[src/rtl/cfr_pkg.sv]
// Shared types, protocol bytes and reply formatting for the calibration frame responder.
package cfr_pkg;

	// Frame and command bytes
	localparam logic [7:0] SOF_BYTE  = 8'hCC;
	localparam logic [7:0] HDR_MID   = 8'h99;
	localparam logic [7:0] CMD_PING  = 8'h80;
	localparam logic [7:0] CMD_SETID = 8'h81;
	localparam logic [7:0] CMD_GETID = 8'h84;

	// Reply trailer bytes for the short replies
	localparam logic [7:0] ACK_PING  = 8'h81;
	localparam logic [7:0] ACK_SETID = 8'h80;
	localparam logic [7:0] ERASED    = 8'hFF;

	// Shortest frame that can pass the checks
	localparam int unsigned MIN_FRAME = 7;

	// Index of the final reply byte
	localparam logic [3:0] LAST_SHORT = 4'd6;
	localparam logic [3:0] LAST_LONG  = 4'd9;

	typedef enum logic [1:0] {
		ST_IDLE,
		ST_WALK,
		ST_REPLY
	} state_t;

	typedef enum logic [1:0] {
		RK_PING,
		RK_SETID,
		RK_GETID
	} reply_kind_t;

	// Status of the sequencer seen by the top level
	typedef struct packed {
		logic busy;
		logic valid;
		logic last;
	} seq_status_t;

	// Byte idx of the reply of the given kind; a, b, c are the ID bytes sent
	function automatic logic [7:0] reply_byte(input reply_kind_t kind, input logic [3:0] idx,
			input logic [7:0] a, input logic [7:0] b, input logic [7:0] c);
		logic [7:0] r;
		unique case (idx)
			4'd0: r = SOF_BYTE;
			4'd1: r = HDR_MID;
			4'd2: r = HDR_MID;
			4'd3: r = SOF_BYTE;
			4'd4: r = (kind == RK_GETID) ? 8'h04 : 8'h01;
			4'd5: begin
				unique case (kind)
					RK_PING:  r = CMD_PING;
					RK_SETID: r = CMD_SETID;
					default:  r = CMD_GETID;
				endcase
			end
			4'd6: begin
				unique case (kind)
					RK_PING:  r = ACK_PING;
					RK_SETID: r = ACK_SETID;
					default:  r = a;
				endcase
			end
			4'd7: r = b;
			4'd8: r = c;
			4'd9: r = a ^ b ^ c ^ 8'h80;
			default: r = 8'h00;
		endcase
		return r;
	endfunction

endpackage

[src/rtl/cfr_ram.sv]
// Generic single-write, single-read RAM with registered read data.
module cfr_ram #(
	parameter int unsigned WIDTH = 8,
	parameter int unsigned DEPTH = 32
) (
	input  logic                     clk,
	input  logic                     we,
	input  logic [$clog2(DEPTH)-1:0] waddr,
	input  logic [WIDTH-1:0]         wdata,
	input  logic                     re,
	input  logic [$clog2(DEPTH)-1:0] raddr,
	output logic [WIDTH-1:0]         rdata
);

	logic [WIDTH-1:0] mem [DEPTH];

	always_ff @(posedge clk) begin
		if (we) begin
			mem[waddr] <= wdata;
		end
		if (re) begin
			rdata <= mem[raddr];
		end
	end

endmodule

[src/rtl/cfr_seq.sv]
// Frame check sequencer: walks the receive buffer, keeps the ID, emits the reply.
module cfr_seq #(
	parameter int unsigned DEPTH = 32
) (
	input  logic                       clk,
	input  logic                       arst_n,
	input  logic                       go,
	input  logic [$clog2(DEPTH+1)-1:0] len,
	output logic                       rd_en,
	output logic [$clog2(DEPTH)-1:0]   rd_addr,
	input  logic [7:0]                 rd_data,
	output cfr_pkg::seq_status_t       status,
	output logic [7:0]                 tx_byte
);

	localparam int unsigned CW = $clog2(DEPTH + 1);
	localparam int unsigned AW = $clog2(DEPTH);

	cfr_pkg::state_t      state_q, state_d;
	cfr_pkg::reply_kind_t kind_q, kind_d;

	logic [CW-1:0] len_q;
	logic [CW-1:0] rd_cnt_q;
	logic          vld_s1;
	logic [CW-1:0] idx_s1;
	logic [7:0]    plen_q;
	logic [7:0]    x_q;
	logic [7:0]    cmd_q;
	logic [7:0]    cand_q [3];
	logic [7:0]    id_q [3];
	logic [7:0]    idsum_q;
	logic [3:0]    tx_cnt_q;
	logic [7:0]    ra_q, rb_q, rc_q;

	logic       proc;
	logic [9:0] idx_w;
	logic [9:0] chk_pos;
	logic [9:0] plen_end_d;
	logic       is_chk;
	logic       in_payload;
	logic       m_ping, m_setid, m_getid;
	logic       accept;
	logic [7:0] id_sum;
	logic       id_ok;
	logic [3:0] last_idx;

	// Read issue: one buffer byte per cycle while walking
	assign rd_en   = (state_q == cfr_pkg::ST_WALK) && (rd_cnt_q < len_q);
	assign rd_addr = rd_cnt_q[AW-1:0];

	// Decode of the byte returning from the buffer
	assign proc       = (state_q == cfr_pkg::ST_WALK) && vld_s1;
	assign idx_w      = 10'(idx_s1);
	assign chk_pos    = 10'(plen_q) + 10'd5;
	assign plen_end_d = 10'(rd_data) + 10'd5;
	assign is_chk     = (idx_s1 >= CW'(5)) && (idx_w == chk_pos);
	assign in_payload = (idx_s1 >= CW'(5)) && !is_chk;

	assign m_ping  = (cmd_q == cfr_pkg::CMD_PING)  && (plen_q == 8'd1);
	assign m_setid = (cmd_q == cfr_pkg::CMD_SETID) && (plen_q == 8'd4);
	assign m_getid = (cmd_q == cfr_pkg::CMD_GETID) && (plen_q == 8'd1);
	assign accept  = (x_q == rd_data) && (m_ping || m_setid || m_getid);

	assign id_sum = id_q[0] + id_q[1] + id_q[2];
	assign id_ok  = (id_sum == idsum_q);

	assign last_idx = (kind_q == cfr_pkg::RK_GETID) ? cfr_pkg::LAST_LONG : cfr_pkg::LAST_SHORT;

	// Next state
	always_comb begin
		state_d = state_q;
		priority if (m_ping) begin
			kind_d = cfr_pkg::RK_PING;
		end else if (m_setid) begin
			kind_d = cfr_pkg::RK_SETID;
		end else begin
			kind_d = cfr_pkg::RK_GETID;
		end
		unique case (state_q)
			cfr_pkg::ST_IDLE: begin
				if (go) begin
					state_d = cfr_pkg::ST_WALK;
				end
			end
			cfr_pkg::ST_WALK: begin
				if (proc) begin
					priority if (idx_s1 == CW'(0) && rd_data != cfr_pkg::SOF_BYTE) begin
						state_d = cfr_pkg::ST_IDLE;
					end else if (idx_s1 == CW'(4) && plen_end_d >= 10'(len_q)) begin
						state_d = cfr_pkg::ST_IDLE;
					end else if (is_chk) begin
						state_d = accept ? cfr_pkg::ST_REPLY : cfr_pkg::ST_IDLE;
					end else begin
						state_d = cfr_pkg::ST_WALK;
					end
				end
			end
			cfr_pkg::ST_REPLY: begin
				if (tx_cnt_q == last_idx) begin
					state_d = cfr_pkg::ST_IDLE;
				end
			end
			default: state_d = cfr_pkg::ST_IDLE;
		endcase
	end

	// Control registers
	always_ff @(posedge clk or negedge arst_n) begin
		if (!arst_n) begin
			state_q  <= cfr_pkg::ST_IDLE;
			kind_q   <= cfr_pkg::RK_PING;
			vld_s1   <= 1'b0;
			rd_cnt_q <= '0;
			tx_cnt_q <= '0;
			id_q[0]  <= cfr_pkg::ERASED;
			id_q[1]  <= cfr_pkg::ERASED;
			id_q[2]  <= cfr_pkg::ERASED;
			idsum_q  <= cfr_pkg::ERASED;
		end else begin
			state_q <= state_d;
			// no read is issued while idle, so a new walk starts with nothing in flight
			vld_s1  <= rd_en;
			if (go && state_q == cfr_pkg::ST_IDLE) begin
				rd_cnt_q <= '0;
			end else if (rd_en) begin
				rd_cnt_q <= rd_cnt_q + CW'(1);
			end
			if (state_q == cfr_pkg::ST_REPLY) begin
				tx_cnt_q <= tx_cnt_q + 4'd1;
			end
			// Accepted frame: start reply, commit a new ID on a set-ID command
			if (proc && state_d == cfr_pkg::ST_REPLY) begin
				kind_q   <= kind_d;
				tx_cnt_q <= '0;
				if (kind_d == cfr_pkg::RK_SETID) begin
					id_q[0] <= cand_q[0];
					id_q[1] <= cand_q[1];
					id_q[2] <= cand_q[2];
					idsum_q <= cand_q[0] + cand_q[1] + cand_q[2];
				end
			end
		end
	end

	// Payload registers
	always_ff @(posedge clk) begin
		if (go && state_q == cfr_pkg::ST_IDLE) begin
			len_q <= len;
		end
		idx_s1 <= rd_cnt_q;
		if (proc) begin
			if (idx_s1 == CW'(4)) begin
				plen_q <= rd_data;
				x_q    <= rd_data;
			end
			if (in_payload) begin
				x_q <= x_q ^ rd_data;
				if (idx_s1 == CW'(5)) begin
					cmd_q <= rd_data;
				end
				if (idx_s1 == CW'(6)) begin
					cand_q[0] <= rd_data;
				end
				if (idx_s1 == CW'(7)) begin
					cand_q[1] <= rd_data;
				end
				if (idx_s1 == CW'(8)) begin
					cand_q[2] <= rd_data;
				end
			end
		end
		// ID bytes for a read-back reply, erased if the sum check fails
		if (proc && state_d == cfr_pkg::ST_REPLY) begin
			ra_q <= id_ok ? id_q[0] : cfr_pkg::ERASED;
			rb_q <= id_ok ? id_q[1] : cfr_pkg::ERASED;
			rc_q <= id_ok ? id_q[2] : cfr_pkg::ERASED;
		end
	end

	// Reply output
	assign status.busy  = (state_q != cfr_pkg::ST_IDLE);
	assign status.valid = (state_q == cfr_pkg::ST_REPLY);
	assign status.last  = status.valid && (tx_cnt_q == last_idx);
	assign tx_byte      = cfr_pkg::reply_byte(kind_q, tx_cnt_q, ra_q, rb_q, rc_q);

endmodule

[src/rtl/calibration_frame_responder.sv]
// Top level: receive byte capture into the frame buffer and the frame check sequencer.
//
// Channel   Direction  Handshake                Payload
// input     in         start & !busy            mode, data_byte
// reply     out        valid (one cycle each)   tx_byte, last
//
// A received byte (mode 0) is stored while the buffer has room; busy stays low.
// A gap item (mode 1) with fewer than 7 bytes held ends in its transfer cycle.
// Otherwise it walks the buffer through its one read port, one byte per cycle,
// and if the frame is accepted sends 7 or 10 reply bytes on consecutive cycles.
// busy rises after the gap transfer and stays high until the walk ends or the last reply byte is sent.
// Reset clears the byte count, the state and sets the stored ID to erased;
// the buffer needs no clearing. The receiver cannot stall a reply.
module calibration_frame_responder #(
	parameter int unsigned RX_DEPTH = 32
) (
	input  logic       clk,
	input  logic       arst_n,
	input  logic       start,
	output logic       busy,
	input  logic       mode,
	input  logic [7:0] data_byte,
	output logic       valid,
	output logic [7:0] tx_byte,
	output logic       last
);

	localparam int unsigned CW = $clog2(RX_DEPTH + 1);
	localparam int unsigned AW = $clog2(RX_DEPTH);

	cfr_pkg::seq_status_t status;

	logic [CW-1:0] cnt_q;
	logic          take;
	logic          wr_en;
	logic          go;
	logic          rd_en;
	logic [AW-1:0] rd_addr;
	logic [7:0]    rd_data;

	assign take  = start && !busy;
	assign wr_en = take && !mode && (cnt_q < CW'(RX_DEPTH));
	assign go    = take && mode && (cnt_q >= CW'(cfr_pkg::MIN_FRAME));

	// Byte count: saturates at the buffer depth, cleared by every gap
	always_ff @(posedge clk or negedge arst_n) begin
		if (!arst_n) begin
			cnt_q <= '0;
		end else if (take && mode) begin
			cnt_q <= '0;
		end else if (wr_en) begin
			cnt_q <= cnt_q + CW'(1);
		end
	end

	cfr_ram #(
		.WIDTH(8),
		.DEPTH(RX_DEPTH)
	) u_rx_buf (
		.clk  (clk),
		.we   (wr_en),
		.waddr(cnt_q[AW-1:0]),
		.wdata(data_byte),
		.re   (rd_en),
		.raddr(rd_addr),
		.rdata(rd_data)
	);

	cfr_seq #(
		.DEPTH(RX_DEPTH)
	) u_seq (
		.clk    (clk),
		.arst_n (arst_n),
		.go     (go),
		.len    (cnt_q),
		.rd_en  (rd_en),
		.rd_addr(rd_addr),
		.rd_data(rd_data),
		.status (status),
		.tx_byte(tx_byte)
	);

	assign busy  = status.busy;
	assign valid = status.valid;
	assign last  = status.last;

	// Replies only go out while the block holds off input
	a_valid_busy: assert property (@(posedge clk) disable iff (!arst_n) valid |-> busy)
		else $error("reply byte while not busy");

	// A reply frame ends the work on that item
	a_last_idle: assert property (@(posedge clk) disable iff (!arst_n) (valid && last) |=> !busy)
		else $error("still busy after final reply byte");

	// The count never passes the buffer depth
	a_cnt_range: assert property (@(posedge clk) disable iff (!arst_n) cnt_q <= CW'(RX_DEPTH))
		else $error("byte count beyond buffer depth");

	// No byte is written into the buffer during a frame walk
	a_no_wr_busy: assert property (@(posedge clk) disable iff (!arst_n) rd_en |-> !wr_en)
		else $error("buffer write during frame walk");

endmodule
[config.mk]
export PLATFORM = sky130hd
export DESIGN_NAME = calibration_frame_responder
export DESIGN_NICKNAME = d
export VERILOG_FILES = /design/src/rtl/cfr_pkg.sv /design/src/rtl/cfr_ram.sv /design/src/rtl/cfr_seq.sv /design/src/rtl/calibration_frame_responder.sv
export SDC_FILE = /design/constraint.sdc
export NUM_CORES = 1
export LEC_CHECK = 0
export BUFFER_PORTS_ARGS = -buffer_cell sky130_fd_sc_hd__buf_2
export CORE_MARGIN = 3
export CORE_UTILIZATION = 45
export CTS_CLUSTER_SIZE = 28
export DETAILED_ROUTE_END_ITERATION = 8
export PLACE_DENSITY = 0.62
export SLEW_MARGIN = 10
export SYNTH_ARGS = -nofsm -noshare
export SYNTH_HDL_FRONTEND = slang
export SYNTH_SLANG_ARGS = --single-unit
[constraint.sdc]
create_clock -name clk -period 3 [get_ports clk]
set_input_delay 0.15 -clock clk [delete_from_list [all_inputs] [get_ports clk]]
set_output_delay 0.15 -clock clk [all_outputs]
set_load 0.005 [all_outputs]
== Yosys cells after proc, flatten, opt, wreduce, memory -nomap -nowiden ==
Memories as Yosys holds them, arrays and structs flattened. A register that Yosys moved wholly into a read port is not among the register bits.
Index checks and enable logic that the tools add are counted.

* RAM bits: 280
* Memories: 2
* Register bits: 113
* Word-level logic and storage cells: 151
* Input port bits: 12
* Output and inout port bits: 11

{| class="wikitable"
|+ Memory list
! memory !! words !! width !! read ports !! clocked after Yosys merged registers in !! write ports !! line !! text
|-
| u_rx_buf.mem || 32 || 8 || 1 || 1 || 1 || cfr_ram.sv:15 || <nowiki>logic [WIDTH-1:0] mem [DEPTH];</nowiki>
|-
| u_seq.cand_q || 3 || 8 || 3 || 0 || 1 || cfr_seq.sv:29 || <nowiki>logic [7:0] cand_q [3];</nowiki>
|}

* Equal/unequal tests: 30
* Order comparisons: 5
* Bitwise operators: 4
* $add $sub $neg: 9
* Reductions and logical operators: 40
* Muxes and demuxes: 43

{| class="wikitable"
|+ Operator list
! kind !! count
|-
| $pmux W8 S8 || 1
|-
| $add A8 B8 Y8 || 4
|-
| $mux W8 || 4
|-
| $eq A6 B3 Y1 const B || 4
|-
| $eq A8 B8 Y1 const B || 3
|-
| $mux W6 || 4
|-
| $xor A8 B8 Y8 || 3
|-
| $mux W2 || 11
|-
| $add A8 B3 Y9 const B || 2
|-
| $logic_and A1 B1 Y1 || 18
|-
| $eq A4 B3 Y1 const B || 4
|-
| $eq A8 B8 Y1 || 2
|-
| $mux W1 || 16
|-
| $pmux W8 S2 || 1
|-
| $reduce_or A8 Y1 || 2
|-
| $add A6 B1 Y6 const B || 2
|-
| $ge A6 B3 Y1 const B || 2
|-
| $mux W4 || 3
|-
| $eq A6 B10 Y1 || 1
|-
| $ge A10 B6 Y1 || 1
|-
| $reduce_bool A2 Y1 || 5
|-
| $eq A4 B2 Y1 const B || 2
|-
| $eq A4 B4 Y1 const B || 2
|-
| $eq A8 B1 Y1 const B || 1
|-
| 22 further kinds || 33
|}

== Longest topological paths before layout ==
* Depth in word-level cells: 14
* Mapped depth: 14
* Depth with buffers taken out: 12

== By module ==
Synthesis repeated with hierarchy kept, for this count alone.

* Cells, all modules: 1,073
* Area total of the unflattened synthesis: 17,727.0 µm²

{| class="wikitable"
|+ By module, submodules not included
! module !! times used !! seq. area each (µm²) !! area an instance (µm²) !! cells an instance
|-
| cfr_ram || 1 || 7,927.6 || 10,133.5 || 417
|-
| cfr_seq || 1 || 3,678.5 || 7,287.0 || 625
|-
| calibration_frame_responder || 1 || 150.1 || 306.5 || 31
|}

== Least setup slack after synthesis ==
No wires, ideal clock.

* Path type: register to register
* From: reg u_seq.id_q[0] in the netlist's numbering (read register of u_seq.cand_q)
* To: reg u_seq.ra_q[1] (data pin)
* Slack: -152 ps
* Stages on the path, launching flop included: 14
* Data required time: 2,720 ps
* Arrival: 2,872 ps
* Buffers on the path: 2
* Library setup time: 280 ps
* Period minus slack after synthesis: 3,152 ps
* Cells stage by stage: dfstp_2 inv_1 fa_1 inv_1 ha_1 inv_1 fa_1 xor2_1 xnor2_1 nor4_1 and3_1 clkbuf_1 clkbuf_1 o2111ai_1

* Cells in the longest elaborated chain, start to end: 2

{| class="wikitable"
|+ RTL lines
! what !! line !! text
|-
| start: declaration || cfr_seq.sv:30 || <nowiki>logic [7:0] id_q [3];</nowiki>
|-
| $add A8 B8 Y8 || cfr_seq.sv:64 || <nowiki>assign id_sum = id_q[0] + id_q[1] + id_q[2];</nowiki>
|-
| $eq A8 B8 Y1 || cfr_seq.sv:65 || <nowiki>assign id_ok = (id_sum == idsum_q);</nowiki>
|-
| end signal: assignment || cfr_seq.sv:174 || <nowiki>ra_q <= id_ok ? id_q[0] : cfr_pkg::ERASED;</nowiki>
|-
| end: declaration || cfr_seq.sv:33 || <nowiki>logic [7:0] ra_q, rb_q, rc_q;</nowiki>
|}

No other way between the ends.
A chain may end at the register's enable or synchronous reset.

== Worst setup path after layout ==
* From: reg u_seq.id_q[8] in the netlist's numbering (read register of u_seq.cand_q)
* To: reg u_seq.rc_q[4] (data pin)

* Cells in the longest elaborated chain, start to end: 3

{| class="wikitable"
|+ RTL lines
! what !! line !! text
|-
| $add A8 B8 Y8 (2 in series) || cfr_seq.sv:64 ||
|-
| $eq A8 B8 Y1 || cfr_seq.sv:65 ||
|-
| end signal: assignment || cfr_seq.sv:176 || <nowiki>rc_q <= id_ok ? id_q[2] : cfr_pkg::ERASED;</nowiki>
|-
| end: declaration || cfr_seq.sv:33 ||
|}

No other way between the ends.

==> results.md <==
* Outcome: completed
* Sw Ratio at 28.4%
* Layout cells sized above 1 at 28.3%
* Clock latency on the worst-skew pair at 0.56 ns
* Post-synth EDFFs at 342
* Die Wd at 205 microns
* Antenna Cells at 0
* Largest net degree at the start of global routing at 36
* Critical path arrival at 3.22 ns
* Leak at 7.32 nW
* Gr ovfl total at 0
* Final setup viols at 0
* Sw Pwr at 4.62 mW
* First-pass GRT wire length at 57,800 microns
* Routed vias at 9,510
* Number of buffers created by CTS at 43
* TritonRoute pass-1 iters at 5
* IO Count at 23
* FP Rows at 72
* Vias per inst at 5.50
* Placeable Area at 38,900 sq um
* Mapped Area at 17,800 sq um
* Fin. max-slew vios at 0
* Wire per inst at 21.2 microns
* Clk pwr share at 32.3%
* CTS tree: done
* Initial core utilization at 45.8%
* Crit path time final at 2.92 ns
* Syn_nets at 1,148
* Sequential fraction of design power at 43.2%
* Total GRT Usage at 17.9%
* Actual slew at the worst max-slew pin at 0.794 ns
* H-tree Lvls at 2
* Routed WL at 36,700 microns
* Fmax at 342 MHz
* Fin Clk Skew at 0.0196 ns
* Max transition margin at 47.1%
* Syn Area/Cell at 16.5 sq um
* WP data required at 3.30 ns
* Max cap viols at 0
* Synth warn at 0
* GP Congestion at 0.788
* Critical Path Sink Type: flip-flop
* P per Cell Area at 784 nW/um^2
* Multi-input logic area at 5820 sq um
* HPWL after detailed placement at 24,200 microns
* Clk sinks at 401
* Overall Power at 16.3 mW
* Int Power at 11.7 mW
* Combinational power share at 24.5%
* Ys async rst share at 13.2%
* Reg2reg setup slack at 0.08 ns
* Layout area overhead at 16.6%
* RSZ-0062 raised after global routing: yes
* Netlist cell types at 65
* DRT iter0 DRCs at 610
* # port buffers at 22
* Fin cells at 1,730
* Die height at 205 microns
* Synth Instances at 1,083
* Fin crit share at 97.5%
* Sequential Area at 11,800 sq um
* Synthesized flop and latch total at 401
* # DRC at 0
* Crit-path max FO at 6
* Fill count at 3,122
* Vias in the first global route at 9,757
* Layout net count at 1,243
* Final Hold Vio Count at 0
* Die ar. at 42,000 sq um
* CP Launch Type: flip-flop
* Min-Delay Path Class: input port to flip-flop
* Ys flop type: edfxtp_1
* Max Root-Sink Buffers at 3
* Placed cell count at 1,642
* Initial antenna violation count at 0
* Maximum vdd drop at 0.555 mV
* Setup CP Type: flip-flop to flip-flop
* Clock transition at path regs at 0.06 ns
* Final ANT Viol Nets at 0
* Root Driver: clkbuf_16
* Sequential share of the synthesized area at 66.0%
metrics by stage:
| stage | utilization (%) | hold WS, ns | cell area [sq um] | TNS (ns) | setup WS (ns) |
|---|---|---|---|---|---|
| global placement | 48.9 | 0.288 | 19000 | 0 | 0.0148 |
| finish | 53.4 | 0.134 | 20800 | 0 | 0.0753 |
| detailed placement | 48.9 | 0.286 | 19000 | -0.472 | -0.0564 |
| floorplan | - | -0.146 | 17800 | -1.00 | -0.0501 |
| CTS | 52.9 | 0.109 | 20600 | 0 | 0.0197 |
| global route | 53.4 | 0.154 | 20800 | -1.19 | -0.0619 |
state kept, by name (all words and copies together) (netlist names), 8 cells and up:
register	cells
u_rx_buf.mem	256
u_seq.cand_q	24
u_seq.id_q	24
u_rx_buf.rdata	8
u_seq.cmd_q	8
u_seq.idsum_q	8
u_seq.plen_q	8
u_seq.ra_q	8
u_seq.rb_q	8
u_seq.rc_q	8
u_seq.x_q	8
cells in the final DEF, fill, tap and decap left out, types with 10 or more instances in the layout:
cell type / Yosys / routed
edfxtp_1: 342 / 342
mux4_2: 80 / 80
nor2_1: 62 / 62
buf_4: 1 / 58
inv_1: 61 / 57
clkbuf_16: 0 / 44
nand2_1: 43 / 43
ha_1: 37 / 36
xor2_1: 35 / 35
xnor2_1: 35 / 35
dfstp_2: 32 / 32
mux2_4: 24 / 24
nand3_1: 23 / 23
buf_2: 4 / 22
a21oi_1: 22 / 21
o21ai_0: 22 / 21
nor3_1: 19 / 19
dfrtp_1: 21 / 19
fa_1: 16 / 14
mux2_2: 12 / 12
buf_12: 0 / 12
o2111ai_2: 0 / 11
nor4_1: 10 / 10
clkbuf_1: 42 / 10
critical path, cell delays in order (launching register included):
cell and delay, ns:
dfstp_2 0.52, inv_2 0.04, fa_2 0.38, inv_2 0.07, ha_4 0.13, inv_2 0.03
fa_2 0.34, xor2_1 0.18, xnor2_1 0.12, nor4_1 0.27, and3_4 0.30, buf_12 0.15
o2111ai_1 0.11
power groups by stage:
| stage | clock (mW) | combinational [mW] | sequential (mW) |
|---|---|---|---|
| detailed placement | 0 | 4.02 | 7.15 |
| CTS | 5.39 | 4.06 | 7.04 |
| global placement | 0 | 3.98 | 7.14 |
| floorplan | 0 | 2.88 | 6.89 |
| global route | 5.61 | 4.36 | 7.08 |
| finish | 5.25 | 4.00 | 7.03 |
layout make-up:
| cell class | instances | area share (%) |
|---|---|---|
| timing repair buffer | 102 | 4.40 |
| inverter | 61 | 1.10 |
| multi-input combinational | 569 | 28.0 |
| clock inverter | 24 | 1.24 |
| sequential | 401 | 56.6 |
| tap | 518 | 3.12 |
| clock buffer | 55 | 5.49 |
routing by layer:
layer | up-vias | part of all wire, % | track usage (%)
li1 | 4367 | - | -
met1 | 4869 | 45 | 25.5
met2 | 220 | 49 | 28.9
met3 | 54 | 4.1 | 2.53
met4 | 0 | 2.0 | 5.39
met5 | - | 0 | 0
kinds of logic (layout without fill, tap and decap cells):
family	Yosys count	count (layout)	synth area share [%]
XOR/XNOR	70	70	3.44
AO/OA/AOI/OAI	114	114	4.53
AND/OR/NAND/NOR	209	209	5.82
multiplexers	123	123	13.3
adder cells (fa/ha/maj)	53	53	4.40
flip-flops	401	401	66.0
buffers and inverters	113	242	2.56
path summary, 6_finish.rpt:
check / start / endpoint / cells after the start
max: u_seq.id_q[8] / u_seq.rc_q[4] / 12
min: data_byte[1] / u_rx_buf.mem[15][1] / 1
max reg2reg: u_seq.id_q[8] / u_seq.rc_q[4] / 12
min reg2reg: u_seq.rd_cnt_q[5] / u_seq.idx_s1[5] / 0
max in group asynchronous: arst_n / u_seq.id_q[18] / 3
min in group asynchronous: arst_n / u_seq.kind_q[0] / 2
timing repair:
action,in CTS,in global routing
setup endpoints to repair,22,31
gates resized for setup,19,30
endpoints found under the hold margin,23,0
hold buffers,4,0
pin swaps,7,20
buffers inserted,2,0
gates cloned,4,1
cell usage after synthesis (4+ instances only):
cell / number / area share, %
edfxtp_1: 342 / 58
mux4_2: 80 / 10
nor2_1: 62 / 1.3
inv_1: 61 / 1.3
nand2_1: 43 / 0.91
clkbuf_1: 42 / 0.88
ha_1: 37 / 2.6
xnor2_1: 35 / 1.7
xor2_1: 35 / 1.7
dfstp_2: 32 / 4.7
o2111ai_1: 26 / 1.3
mux2_4: 24 / 2.0
nand3_1: 23 / 0.65
a21oi_1: 22 / 0.62
o21ai_0: 22 / 0.62
dfrtp_1: 21 / 2.9
nor3_1: 19 / 0.53
fa_1: 16 / 1.8
mux2_2: 12 / 0.76
nor4_1: 10 / 0.35
and3_1: 7 / 0.25
mux2i_1: 7 / 0.39
nor2b_1: 7 / 0.25
a21o_1: 6 / 0.25
dfxtp_1: 6 / 0.67
or3_1: 6 / 0.21
nand2b_1: 5 / 0.18
nand4_1: 5 / 0.18
a211o_1: 4 / 0.20
buf_2: 4 / 0.11
nand3b_1: 4 / 0.17
o211ai_1: 4 / 0.17
(Power assumes the default switching activity.)
